<file path="src/tss_pkg.sv">
// shared types, constants and register codes for the four-row trigger step sequencer
// no dependencies
`timescale 1ns / 1ps
`default_nettype none

package tss_pkg;

    localparam int MAX_ROWS       = 4;
    localparam int ROW_COUNT_DEF  = 4;
    localparam int STEP_COUNT_DEF = 16;
    localparam int COUNT_W        = 5;
    localparam int CODE_W         = 4;
    localparam int STEP_IDX_W     = 4;
    localparam int SET_W          = 2;
    localparam int ROW_PATTERN_W  = 32;
    localparam int CFG_DATA_W     = 64;
    localparam int CFG_INDEX_W    = 2;
    localparam int KNOB_W         = MAX_ROWS * CODE_W;
    localparam int MUTE_W         = 2 * MAX_ROWS;
    localparam int POS_W          = MAX_ROWS * COUNT_W;

    localparam logic [CFG_INDEX_W-1:0] REG_PATTERN_LO = 2'd0;
    localparam logic [CFG_INDEX_W-1:0] REG_PATTERN_HI = 2'd1;
    localparam logic [CFG_INDEX_W-1:0] REG_KNOB_LEN   = 2'd2;
    localparam logic [CFG_INDEX_W-1:0] REG_MUTE_MASK  = 2'd3;

    localparam logic [SET_W-1:0] SET_GATE_A = 2'd2;
    localparam logic [SET_W-1:0] SET_GATE_B = 2'd0;

    localparam logic [CFG_DATA_W-1:0] PATTERN_RESET  = 64'h5555_5555_5555_5555;
    localparam logic [KNOB_W-1:0]     KNOB_RESET     = 16'hFFFF;
    localparam logic [MUTE_W-1:0]     MUTE_RESET     = 8'h00;

    typedef struct packed {
        logic run;
        logic clk;
        logic rst;
    } lvl_t;

    localparam lvl_t LVL_ROW0_DEFAULT = '{run: 1'b1, clk: 1'b0, rst: 1'b0};

    typedef struct packed {
        logic               gate_a;
        logic               gate_b;
        logic [COUNT_W-1:0] count;
    } lane_res_t;

    typedef struct packed {
        logic [MAX_ROWS-1:0] gate_upper;
        logic [MAX_ROWS-1:0] gate_lower;
        logic [POS_W-1:0]    step_positions;
    } out_item_t;

endpackage

`default_nettype wire

</file>
<file path="src/tss_lane.sv">
// one row of the sequencer: jack resolution, step counter and gate routing
// depends on tss_pkg
`timescale 1ns / 1ps
`default_nettype none

module tss_lane #(
    parameter int STEP_COUNT = tss_pkg::STEP_COUNT_DEF
) (
    input  wire logic                        aclk,
    input  wire logic                        aresetn,
    input  wire logic                        accept,
    input  wire tss_pkg::lvl_t               lvl_above,
    input  wire logic                        run_level,
    input  wire logic                        run_patched,
    input  wire logic                        clock_level,
    input  wire logic                        clock_patched,
    input  wire logic                        reset_level,
    input  wire logic                        reset_patched,
    input  wire logic                        cv_patched,
    input  wire logic [tss_pkg::CODE_W-1:0]  cv_code,
    input  wire logic [tss_pkg::CODE_W-1:0]  knob_code,
    input  wire logic [tss_pkg::ROW_PATTERN_W-1:0] pattern,
    input  wire logic [1:0]                  mute,
    output tss_pkg::lvl_t                    lvl_out,
    output tss_pkg::lane_res_t               res
);
    import tss_pkg::*;

    localparam logic [COUNT_W-1:0] STEP_MAX = COUNT_W'(STEP_COUNT);

    logic [COUNT_W-1:0]    count_reg, count_next;
    logic                  prev_clock_reg, prev_reset_reg;
    logic [COUNT_W-1:0]    len_raw, len;
    logic [COUNT_W-1:0]    count_cleared, count_inc;
    logic [STEP_IDX_W-1:0] step_idx;
    logic [SET_W-1:0]      setting;
    logic                  active, high;

    // unpatched jacks follow the row above
    assign lvl_out.run = run_patched   ? run_level   : lvl_above.run;
    assign lvl_out.clk = clock_patched ? clock_level : lvl_above.clk;
    assign lvl_out.rst = reset_patched ? reset_level : lvl_above.rst;

    assign len_raw = {1'b0, (cv_patched ? cv_code : knob_code)} + COUNT_W'(1);
    assign len     = (len_raw > STEP_MAX) ? STEP_MAX : len_raw;

    // reset edge first, then clock edge
    assign count_cleared = (lvl_out.rst && !prev_reset_reg) ? '0 : count_reg;
    assign count_inc     = count_cleared + COUNT_W'(1);

    always_comb begin
        count_next = count_cleared;
        if (lvl_out.run && lvl_out.clk && !prev_clock_reg) begin
            count_next = (count_inc > len) ? COUNT_W'(1) : count_inc;
        end
    end

    assign step_idx = STEP_IDX_W'(count_next - COUNT_W'(1));
    assign setting  = pattern[{step_idx, 1'b0} +: SET_W];
    assign active   = (count_next != '0) && (count_next <= STEP_MAX);
    assign high     = lvl_out.run && lvl_out.clk;

    assign res.gate_a = active && (setting == SET_GATE_A) && high && !mute[0];
    assign res.gate_b = active && (setting == SET_GATE_B) && high && !mute[1];
    assign res.count  = count_next;

    always_ff @(posedge aclk) begin
        if (!aresetn) begin
            count_reg      <= '0;
            prev_clock_reg <= 1'b0;
            prev_reset_reg <= 1'b0;
        end else if (accept) begin
            count_reg      <= count_next;
            prev_clock_reg <= lvl_out.clk;
            prev_reset_reg <= lvl_out.rst;
        end
    end

    a_count_bounded: assert property (@(posedge aclk) disable iff (!aresetn)
        count_reg <= STEP_MAX)
        else $error("step count beyond step limit");

    a_count_idle: assert property (@(posedge aclk) disable iff (!aresetn)
        !accept |=> $stable(count_reg))
        else $error("step count moved without an item");

    a_edge_idle: assert property (@(posedge aclk) disable iff (!aresetn)
        !accept |=> $stable(prev_clock_reg) && $stable(prev_reset_reg))
        else $error("edge history moved without an item");

endmodule

`default_nettype wire

</file>
<file path="src/tss_merge.sv">
// merges lane results into one result item and holds it in a two-entry output buffer
// depends on tss_pkg
`timescale 1ns / 1ps
`default_nettype none

module tss_merge (
    input  wire logic       aclk,
    input  wire logic       aresetn,
    input  wire logic       push,
    input  wire tss_pkg::lane_res_t lane_res [tss_pkg::MAX_ROWS],
    output logic            s_ready,
    output logic            m_valid,
    input  wire logic       m_ready,
    output tss_pkg::out_item_t m_item
);
    import tss_pkg::*;

    out_item_t merged;
    out_item_t out_data_reg, out_data_next;
    out_item_t skid_data_reg, skid_data_next;
    logic      out_valid_reg, out_valid_next;
    logic      skid_valid_reg, skid_valid_next;
    logic      pop;

    always_comb begin
        merged = '0;
        for (int r = 0; r < MAX_ROWS; r++) begin
            merged.gate_upper[r] = lane_res[r].gate_a;
            merged.gate_lower[r] = lane_res[r].gate_b;
            merged.step_positions[r*COUNT_W +: COUNT_W] = lane_res[r].count;
        end
    end

    assign pop = out_valid_reg && m_ready;

    always_comb begin
        out_valid_next  = out_valid_reg;
        skid_valid_next = skid_valid_reg;
        out_data_next   = out_data_reg;
        skid_data_next  = skid_data_reg;
        if (pop) begin
            if (skid_valid_reg) begin
                out_data_next   = skid_data_reg;
                skid_valid_next = 1'b0;
            end else begin
                out_valid_next = 1'b0;
            end
        end
        if (push) begin
            if (!out_valid_next) begin
                out_data_next  = merged;
                out_valid_next = 1'b1;
            end else begin
                skid_data_next  = merged;
                skid_valid_next = 1'b1;
            end
        end
    end

    always_ff @(posedge aclk) begin
        if (!aresetn) begin
            out_valid_reg  <= 1'b0;
            skid_valid_reg <= 1'b0;
        end else begin
            out_valid_reg  <= out_valid_next;
            skid_valid_reg <= skid_valid_next;
        end
    end

    always_ff @(posedge aclk) begin
        out_data_reg  <= out_data_next;
        skid_data_reg <= skid_data_next;
    end

    assign s_ready = !skid_valid_reg;
    assign m_valid = out_valid_reg;
    assign m_item  = out_data_reg;

    a_skid_needs_out: assert property (@(posedge aclk) disable iff (!aresetn)
        skid_valid_reg |-> out_valid_reg)
        else $error("skid entry held with empty output stage");

    a_empty_push: assert property (@(posedge aclk) disable iff (!aresetn)
        push && !out_valid_reg |=> out_valid_reg && !skid_valid_reg)
        else $error("item into empty buffer not in output stage");

    a_skid_drain: assert property (@(posedge aclk) disable iff (!aresetn)
        skid_valid_reg && m_ready |=> out_valid_reg && !skid_valid_reg)
        else $error("skid entry not moved forward on take");

    a_skid_order: assert property (@(posedge aclk) disable iff (!aresetn)
        skid_valid_reg && m_ready |=> out_data_reg == $past(skid_data_reg))
        else $error("skid entry lost or reordered");

endmodule

`default_nettype wire

</file>
<file path="src/four_row_trigger_step_sequencer_core.sv">
// top level of the four-row trigger step sequencer: config registers, row lanes, merge
// depends on tss_pkg, tss_lane, tss_merge
//
//  channel  | handshake                | payload
//  ---------+--------------------------+-----------------------------------------------
//  input    | s_valid / s_ready        | s_run_*, s_clock_*, s_reset_*, s_cv_*
//  result   | m_valid / m_ready        | m_gate_upper, m_gate_lower, m_step_positions
//  config   | cfg_wr_en                | cfg_wr_index, cfg_wr_data
//
// one item per cycle while s_ready is high; its result is on the m_ side the cycle after it is taken
// unless an earlier result still waits there
// all rows are updated in parallel lanes in the accepting cycle, jack chaining runs down the rows
// a two-entry output buffer lets one more item in while a result waits; s_ready drops when both hold
// synchronous active-low reset clears counts, edge history, buffer state; presets config registers
`timescale 1ns / 1ps
`default_nettype none

module four_row_trigger_step_sequencer_core #(
    parameter int ROW_COUNT  = tss_pkg::ROW_COUNT_DEF,
    parameter int STEP_COUNT = tss_pkg::STEP_COUNT_DEF
) (
    input  wire logic                             aclk,
    input  wire logic                             aresetn,
    input  wire logic                             cfg_wr_en,
    input  wire logic [tss_pkg::CFG_INDEX_W-1:0]  cfg_wr_index,
    input  wire logic [tss_pkg::CFG_DATA_W-1:0]   cfg_wr_data,
    input  wire logic                             s_valid,
    output logic                                  s_ready,
    input  wire logic [tss_pkg::MAX_ROWS-1:0]     s_run_level,
    input  wire logic [tss_pkg::MAX_ROWS-1:0]     s_run_patched,
    input  wire logic [tss_pkg::MAX_ROWS-1:0]     s_clock_level,
    input  wire logic [tss_pkg::MAX_ROWS-1:0]     s_clock_patched,
    input  wire logic [tss_pkg::MAX_ROWS-1:0]     s_reset_level,
    input  wire logic [tss_pkg::MAX_ROWS-1:0]     s_reset_patched,
    input  wire logic [tss_pkg::MAX_ROWS-1:0]     s_cv_patched,
    input  wire logic [tss_pkg::KNOB_W-1:0]       s_cv_length_codes,
    output logic                                  m_valid,
    input  wire logic                             m_ready,
    output logic [tss_pkg::MAX_ROWS-1:0]          m_gate_upper,
    output logic [tss_pkg::MAX_ROWS-1:0]          m_gate_lower,
    output logic [tss_pkg::POS_W-1:0]             m_step_positions
);
    import tss_pkg::*;

    logic [CFG_DATA_W-1:0] pattern_lo_reg, pattern_hi_reg;
    logic [KNOB_W-1:0]     knob_len_reg;
    logic [MUTE_W-1:0]     mute_reg;
    logic                  accept;
    lvl_t                  lvl_chain [ROW_COUNT];
    lane_res_t             lane_res  [MAX_ROWS];
    out_item_t             m_item;

    always_ff @(posedge aclk) begin
        if (!aresetn) begin
            pattern_lo_reg <= PATTERN_RESET;
            pattern_hi_reg <= PATTERN_RESET;
            knob_len_reg   <= KNOB_RESET;
            mute_reg       <= MUTE_RESET;
        end else if (cfg_wr_en) begin
            case (cfg_wr_index)
                REG_PATTERN_LO: pattern_lo_reg <= cfg_wr_data;
                REG_PATTERN_HI: pattern_hi_reg <= cfg_wr_data;
                REG_KNOB_LEN:   knob_len_reg   <= cfg_wr_data[KNOB_W-1:0];
                REG_MUTE_MASK:  mute_reg       <= cfg_wr_data[MUTE_W-1:0];
                default: ;
            endcase
        end
    end

    assign accept = s_valid && s_ready;

    for (genvar r = 0; r < MAX_ROWS; r++) begin : g_row
        if (r < ROW_COUNT) begin : g_lane
            localparam int HALF = r % 2;
            lvl_t                     lvl_above;
            logic [ROW_PATTERN_W-1:0] row_pattern;

            if (r == 0) begin : g_top
                assign lvl_above = LVL_ROW0_DEFAULT;
            end else begin : g_chain
                assign lvl_above = lvl_chain[r-1];
            end

            assign row_pattern = (r < 2) ? pattern_lo_reg[HALF*ROW_PATTERN_W +: ROW_PATTERN_W]
                                         : pattern_hi_reg[HALF*ROW_PATTERN_W +: ROW_PATTERN_W];

            tss_lane #(
                .STEP_COUNT(STEP_COUNT)
            ) u_lane (
                .aclk         (aclk),
                .aresetn      (aresetn),
                .accept       (accept),
                .lvl_above    (lvl_above),
                .run_level    (s_run_level[r]),
                .run_patched  (s_run_patched[r]),
                .clock_level  (s_clock_level[r]),
                .clock_patched(s_clock_patched[r]),
                .reset_level  (s_reset_level[r]),
                .reset_patched(s_reset_patched[r]),
                .cv_patched   (s_cv_patched[r]),
                .cv_code      (s_cv_length_codes[r*CODE_W +: CODE_W]),
                .knob_code    (knob_len_reg[r*CODE_W +: CODE_W]),
                .pattern      (row_pattern),
                .mute         (mute_reg[2*r +: 2]),
                .lvl_out      (lvl_chain[r]),
                .res          (lane_res[r])
            );
        end else begin : g_off
            assign lane_res[r] = '0;
        end
    end

    tss_merge u_merge (
        .aclk    (aclk),
        .aresetn (aresetn),
        .push    (accept),
        .lane_res(lane_res),
        .s_ready (s_ready),
        .m_valid (m_valid),
        .m_ready (m_ready),
        .m_item  (m_item)
    );

    assign m_gate_upper     = m_item.gate_upper;
    assign m_gate_lower     = m_item.gate_lower;
    assign m_step_positions = m_item.step_positions;

endmodule

`default_nettype wire

</file>
<file path="config.mk">
export PLATFORM = sky130hd
export DESIGN_NAME = four_row_trigger_step_sequencer_core
export DESIGN_NICKNAME = d
export VERILOG_FILES = /design/src/tss_pkg.sv /design/src/tss_lane.sv /design/src/tss_merge.sv /design/src/four_row_trigger_step_sequencer_core.sv
export SDC_FILE = /design/constraint.sdc
export NUM_CORES = 1
export LEC_CHECK = 0
export ABC_AREA = 1
export BUFFER_PORTS_ARGS = -buffer_cell sky130_fd_sc_hd__buf_4
export CAP_MARGIN = 5
export CORE_ASPECT_RATIO = 1.75
export CORE_MARGIN = 5
export CORE_UTILIZATION = 40
export DETAILED_ROUTE_END_ITERATION = 10
export MAX_ROUTING_LAYER = met4
export SLEW_MARGIN = 20
export SYNTH_ARGS = -nofsm -noshare
export SYNTH_HDL_FRONTEND = slang
export SYNTH_SLANG_ARGS = --single-unit
</file>
<file path="constraint.sdc">
create_clock -name aclk -period 5.35 [get_ports aclk]
set_input_delay 1.07 -clock aclk [delete_from_list [all_inputs] [get_ports aclk]]
set_output_delay 1.07 -clock aclk [all_outputs]
set_load 0.01 [all_outputs]
</file>
==> run metrics <==
outcome completed; Post-DP HPWL 27,140 microns; Final Hold Vio Count 0; GPL Wtd Cong a little over 0.9; die height between 200 and 250 microns; number of global-route vias before repair between 10,000 and 15,000; Core ar. just over 30,000 sq um; Leakage about 6.9 nW; Total Power Consumption around 0.0048 W; CP max FO 14; Reg2Reg Setup Slack roughly 1.2 ns; synthesis-to-finish area growth 17.14%; # IOs ~150; hold_sp pattern_lo_reg[40]; Antenna Cells 0; Tmin final roughly 4.6 ns; Max transition margin 0.2917; routed wire length about 37,000 microns; FF+latch count, synth approximately 240; hold buffer count at CTS 0; CP Class input port to flop; CP Capture Type flop; # setup viols final 0; worst hold path stage count 2; CTS clock-pin slew for the worst setup and hold paths ~0.07 ns; DR WL/cell ~17 microns; number of library cell types mapped by synthesis 50; highest clock rate roughly 220 MHz; Longest Clk Path Bufs 3; arrival time at the worst endpoint between 4 and 5 ns; most frequent cells in the layout nand2_1 (387), dfxtp_1 (210), inv_1 (207), nand3_1 (168), buf_4 (160); syn nets between 1,500 and 2,000; clock latency on the worst-skew pair between 0.5 and 0.6 ns; total track usage 0.2149; first-pass GRT wire length roughly 60,000 microns; hold_ws approximately 0.45 ns; Synth warnings 0; WP data required around 5.6 ns; Post-Synthesis Cell Area approximately 12,000 sq um; syn avg cell area between 7 and 8 sq um; CTS Buf Count 23; unrepaired setup endpoints after global routing no; Synth Instances roughly 1,700; worst vdd ir 0.2084 mV; Die Width ~140 microns; dominant synthesized flop cell dfxtp_1; total placed instance area between 10,000 and 15,000 sq um; ANT nets after route 0; drc violations 0; Reg-to-Reg Start g_row[1].g_lane.u_lane.prev_reset_reg; Final Cycle Share 0.8659; H-Tree Depth 1; vias per inst 5.105; Port-buffer cells about 140; Overflow after GRT 0; DIE AREA between 30,000 and 40,000 sq um; worst slew pin tran around 1.1 ns; vias 11,350; pwr dens 330.7 nW/um^2; commonest non-fill, non-tap cell in the layout nand2_1; Seq/Total Area, Yosys 0.4105; Reg-to-Reg End u_merge.skid_data_reg[21]; standard-cell rows 85; setup TNS 0 ns; layout cells sized above 1 0.1496; cell area after layout 14,400 sq um; number of DRC markers in iteration 0 roughly 740; Pre-antenna DRT Iters 6; Async S/R FF share, synth 0; Post-synth EDFFs 28; hold endpoint pattern_lo_reg[40]; CTS tree built; root buffer cell clkbuf_16; clk_skew around 0.009 ns; post-cts gate resize count 0; Initial Util 0.4027; fin. max-slew vios 0; CTS Sinks ~240; maxcap violations 0; post-CTS setup repair buffer count 0; largest net degree at the start of global routing 87; Min-Delay Path Class flop to flop; initial antenna violation count 0; startpoint types input port; Post-layout nets a little under 2,000; Worst Reg-to-Reg Cells 23
==> cells in the mapped netlist (5+ instances only) <==
| master | number | area share |
|---|---|---|
| nand2_1 | 387 | 0.12 |
| nand3_1 | 168 | 0.068 |
| buf_2 | 6 | 0.0024 |
| o21ai_0 | 141 | 0.057 |
| clkbuf_1 | 68 | 0.021 |
| o21ai_1 | 10 | 0.0041 |
| dfxtp_1 | 210 | 0.34 |
| nand3_2 | 10 | 0.0081 |
| nor2_1 | 134 | 0.041 |
| a21oi_1 | 98 | 0.040 |
| ha_1 | 37 | 0.038 |
| nand2_2 | 21 | 0.011 |
| nor3_1 | 7 | 0.0029 |
| xor2_1 | 10 | 0.0071 |
| nor2_2 | 5 | 0.0025 |
| buf_6 | 6 | 0.0055 |
| inv_1 | 207 | 0.063 |
| inv_2 | 17 | 0.0052 |
| nand4_1 | 10 | 0.0051 |
| a31oi_1 | 5 | 0.0025 |
| xnor2_1 | 6 | 0.0043 |
| o211ai_1 | 76 | 0.046 |
| edfxtp_1 | 28 | 0.068 |
==> power by group <==
| group | switching, W | internal, W | total [W] | leakage, nW |
|---|---|---|---|---|
| combinational | 0.000695 | 0.000393 | 0.00109 | 4.57 |
| sequential | 0.0000653 | 0.00192 | 0.00199 | 1.99 |
| clock | 0.000722 | 0.000963 | 0.00169 | 0.366 |
==> area by class of cell <==
| class | instances | area, sq um |
|---|---|---|
| clock inverters | 9 | 105.1 |
| inverters | 228 | 855.8 |
| multi-input cells | 1165 | 6041 |
| fillers | 3115 | 16130 |
| flip-flops and latches | 238 | 5045 |
| clock buffers | 32 | 660.6 |
| well taps | 391 | 489.2 |
| repair buffers | 160 | 1201 |
==> cell families (layout without fill, tap and decap cells) <==
group,after synthesis,in the layout,share of synthesized area
fa+ha+maj,37,37,0.03767
xor+xnor,17,17,0.01273
flops,238,238,0.4105
compound gates,345,345,0.1623
simple gates,762,762,0.2739
mux,4,4,0.003258
buf+inv,311,429,0.09966
==> worst max-delay path, cell delays in order <==
cell      delay, ns
buf_4          0.11
nand2_2        0.14
nand2_4        0.09
nand3b_4       0.13
nand2_1        0.09
inv_1          0.12
ha_1           0.20
xor2_1         0.33
inv_1          0.09
ha_1           0.32
nand2_1        0.06
nor2_1         0.05
nand2_1        0.05
nand4_1        0.08
nand2_1        0.11
nand2_2        0.09
o21ai_1        0.22
inv_1          0.14
ha_1           0.62
inv_1          0.14
a21oi_1        0.15
o21ai_0        0.10
nand3_1        0.09
nand3_1        0.09
nand2_2        0.14
nor3_1         0.07
==> per-layer routing <==
layer	share of wire	vias to the layer above	GRT usage
met4	0.029	0	0.06547
li1	-	5806	-
met2	0.51	252	0.3774
met3	0.041	53	0.02036
met5	0	-	-
met1	0.42	5238	0.2577
==> worst max-delay path by stage <==
stage / from / endpoint / slack, ns / depth (start not counted)
after global routing: s_reset_patched[0] / u_merge.m_item[25] / 0.23 / 28
final: s_reset_patched[0] / u_merge.skid_data_reg[21] / 0.72 / 26
after detailed placement: s_reset_patched[0] / u_merge.skid_data_reg[21] / 0.17 / 26
after CTS: s_reset_patched[0] / u_merge.skid_data_reg[21] / 0.70 / 26
after floorplan: s_reset_patched[0] / u_merge.skid_data_reg[26] / 0.82 / 28
after global placement: s_reset_patched[0] / u_merge.skid_data_reg[21] / 0.17 / 26
==> per-stage QoR <==
| stage | instances | utilization | setup slack [ns] |
|---|---|---|---|
| after floorplan | 1714 | - | 0.8219 |
| after global placement | 2182 | 0.4466 | 0.1703 |
| after detailed placement | 2182 | 0.4466 | 0.1718 |
| after CTS | 2223 | 0.4717 | 0.6990 |
| after global routing | 2223 | 0.4717 | 0.2253 |
| final | 2223 | 0.4717 | 0.7173 |
Note: power is estimated with default switching activity, not from simulation.
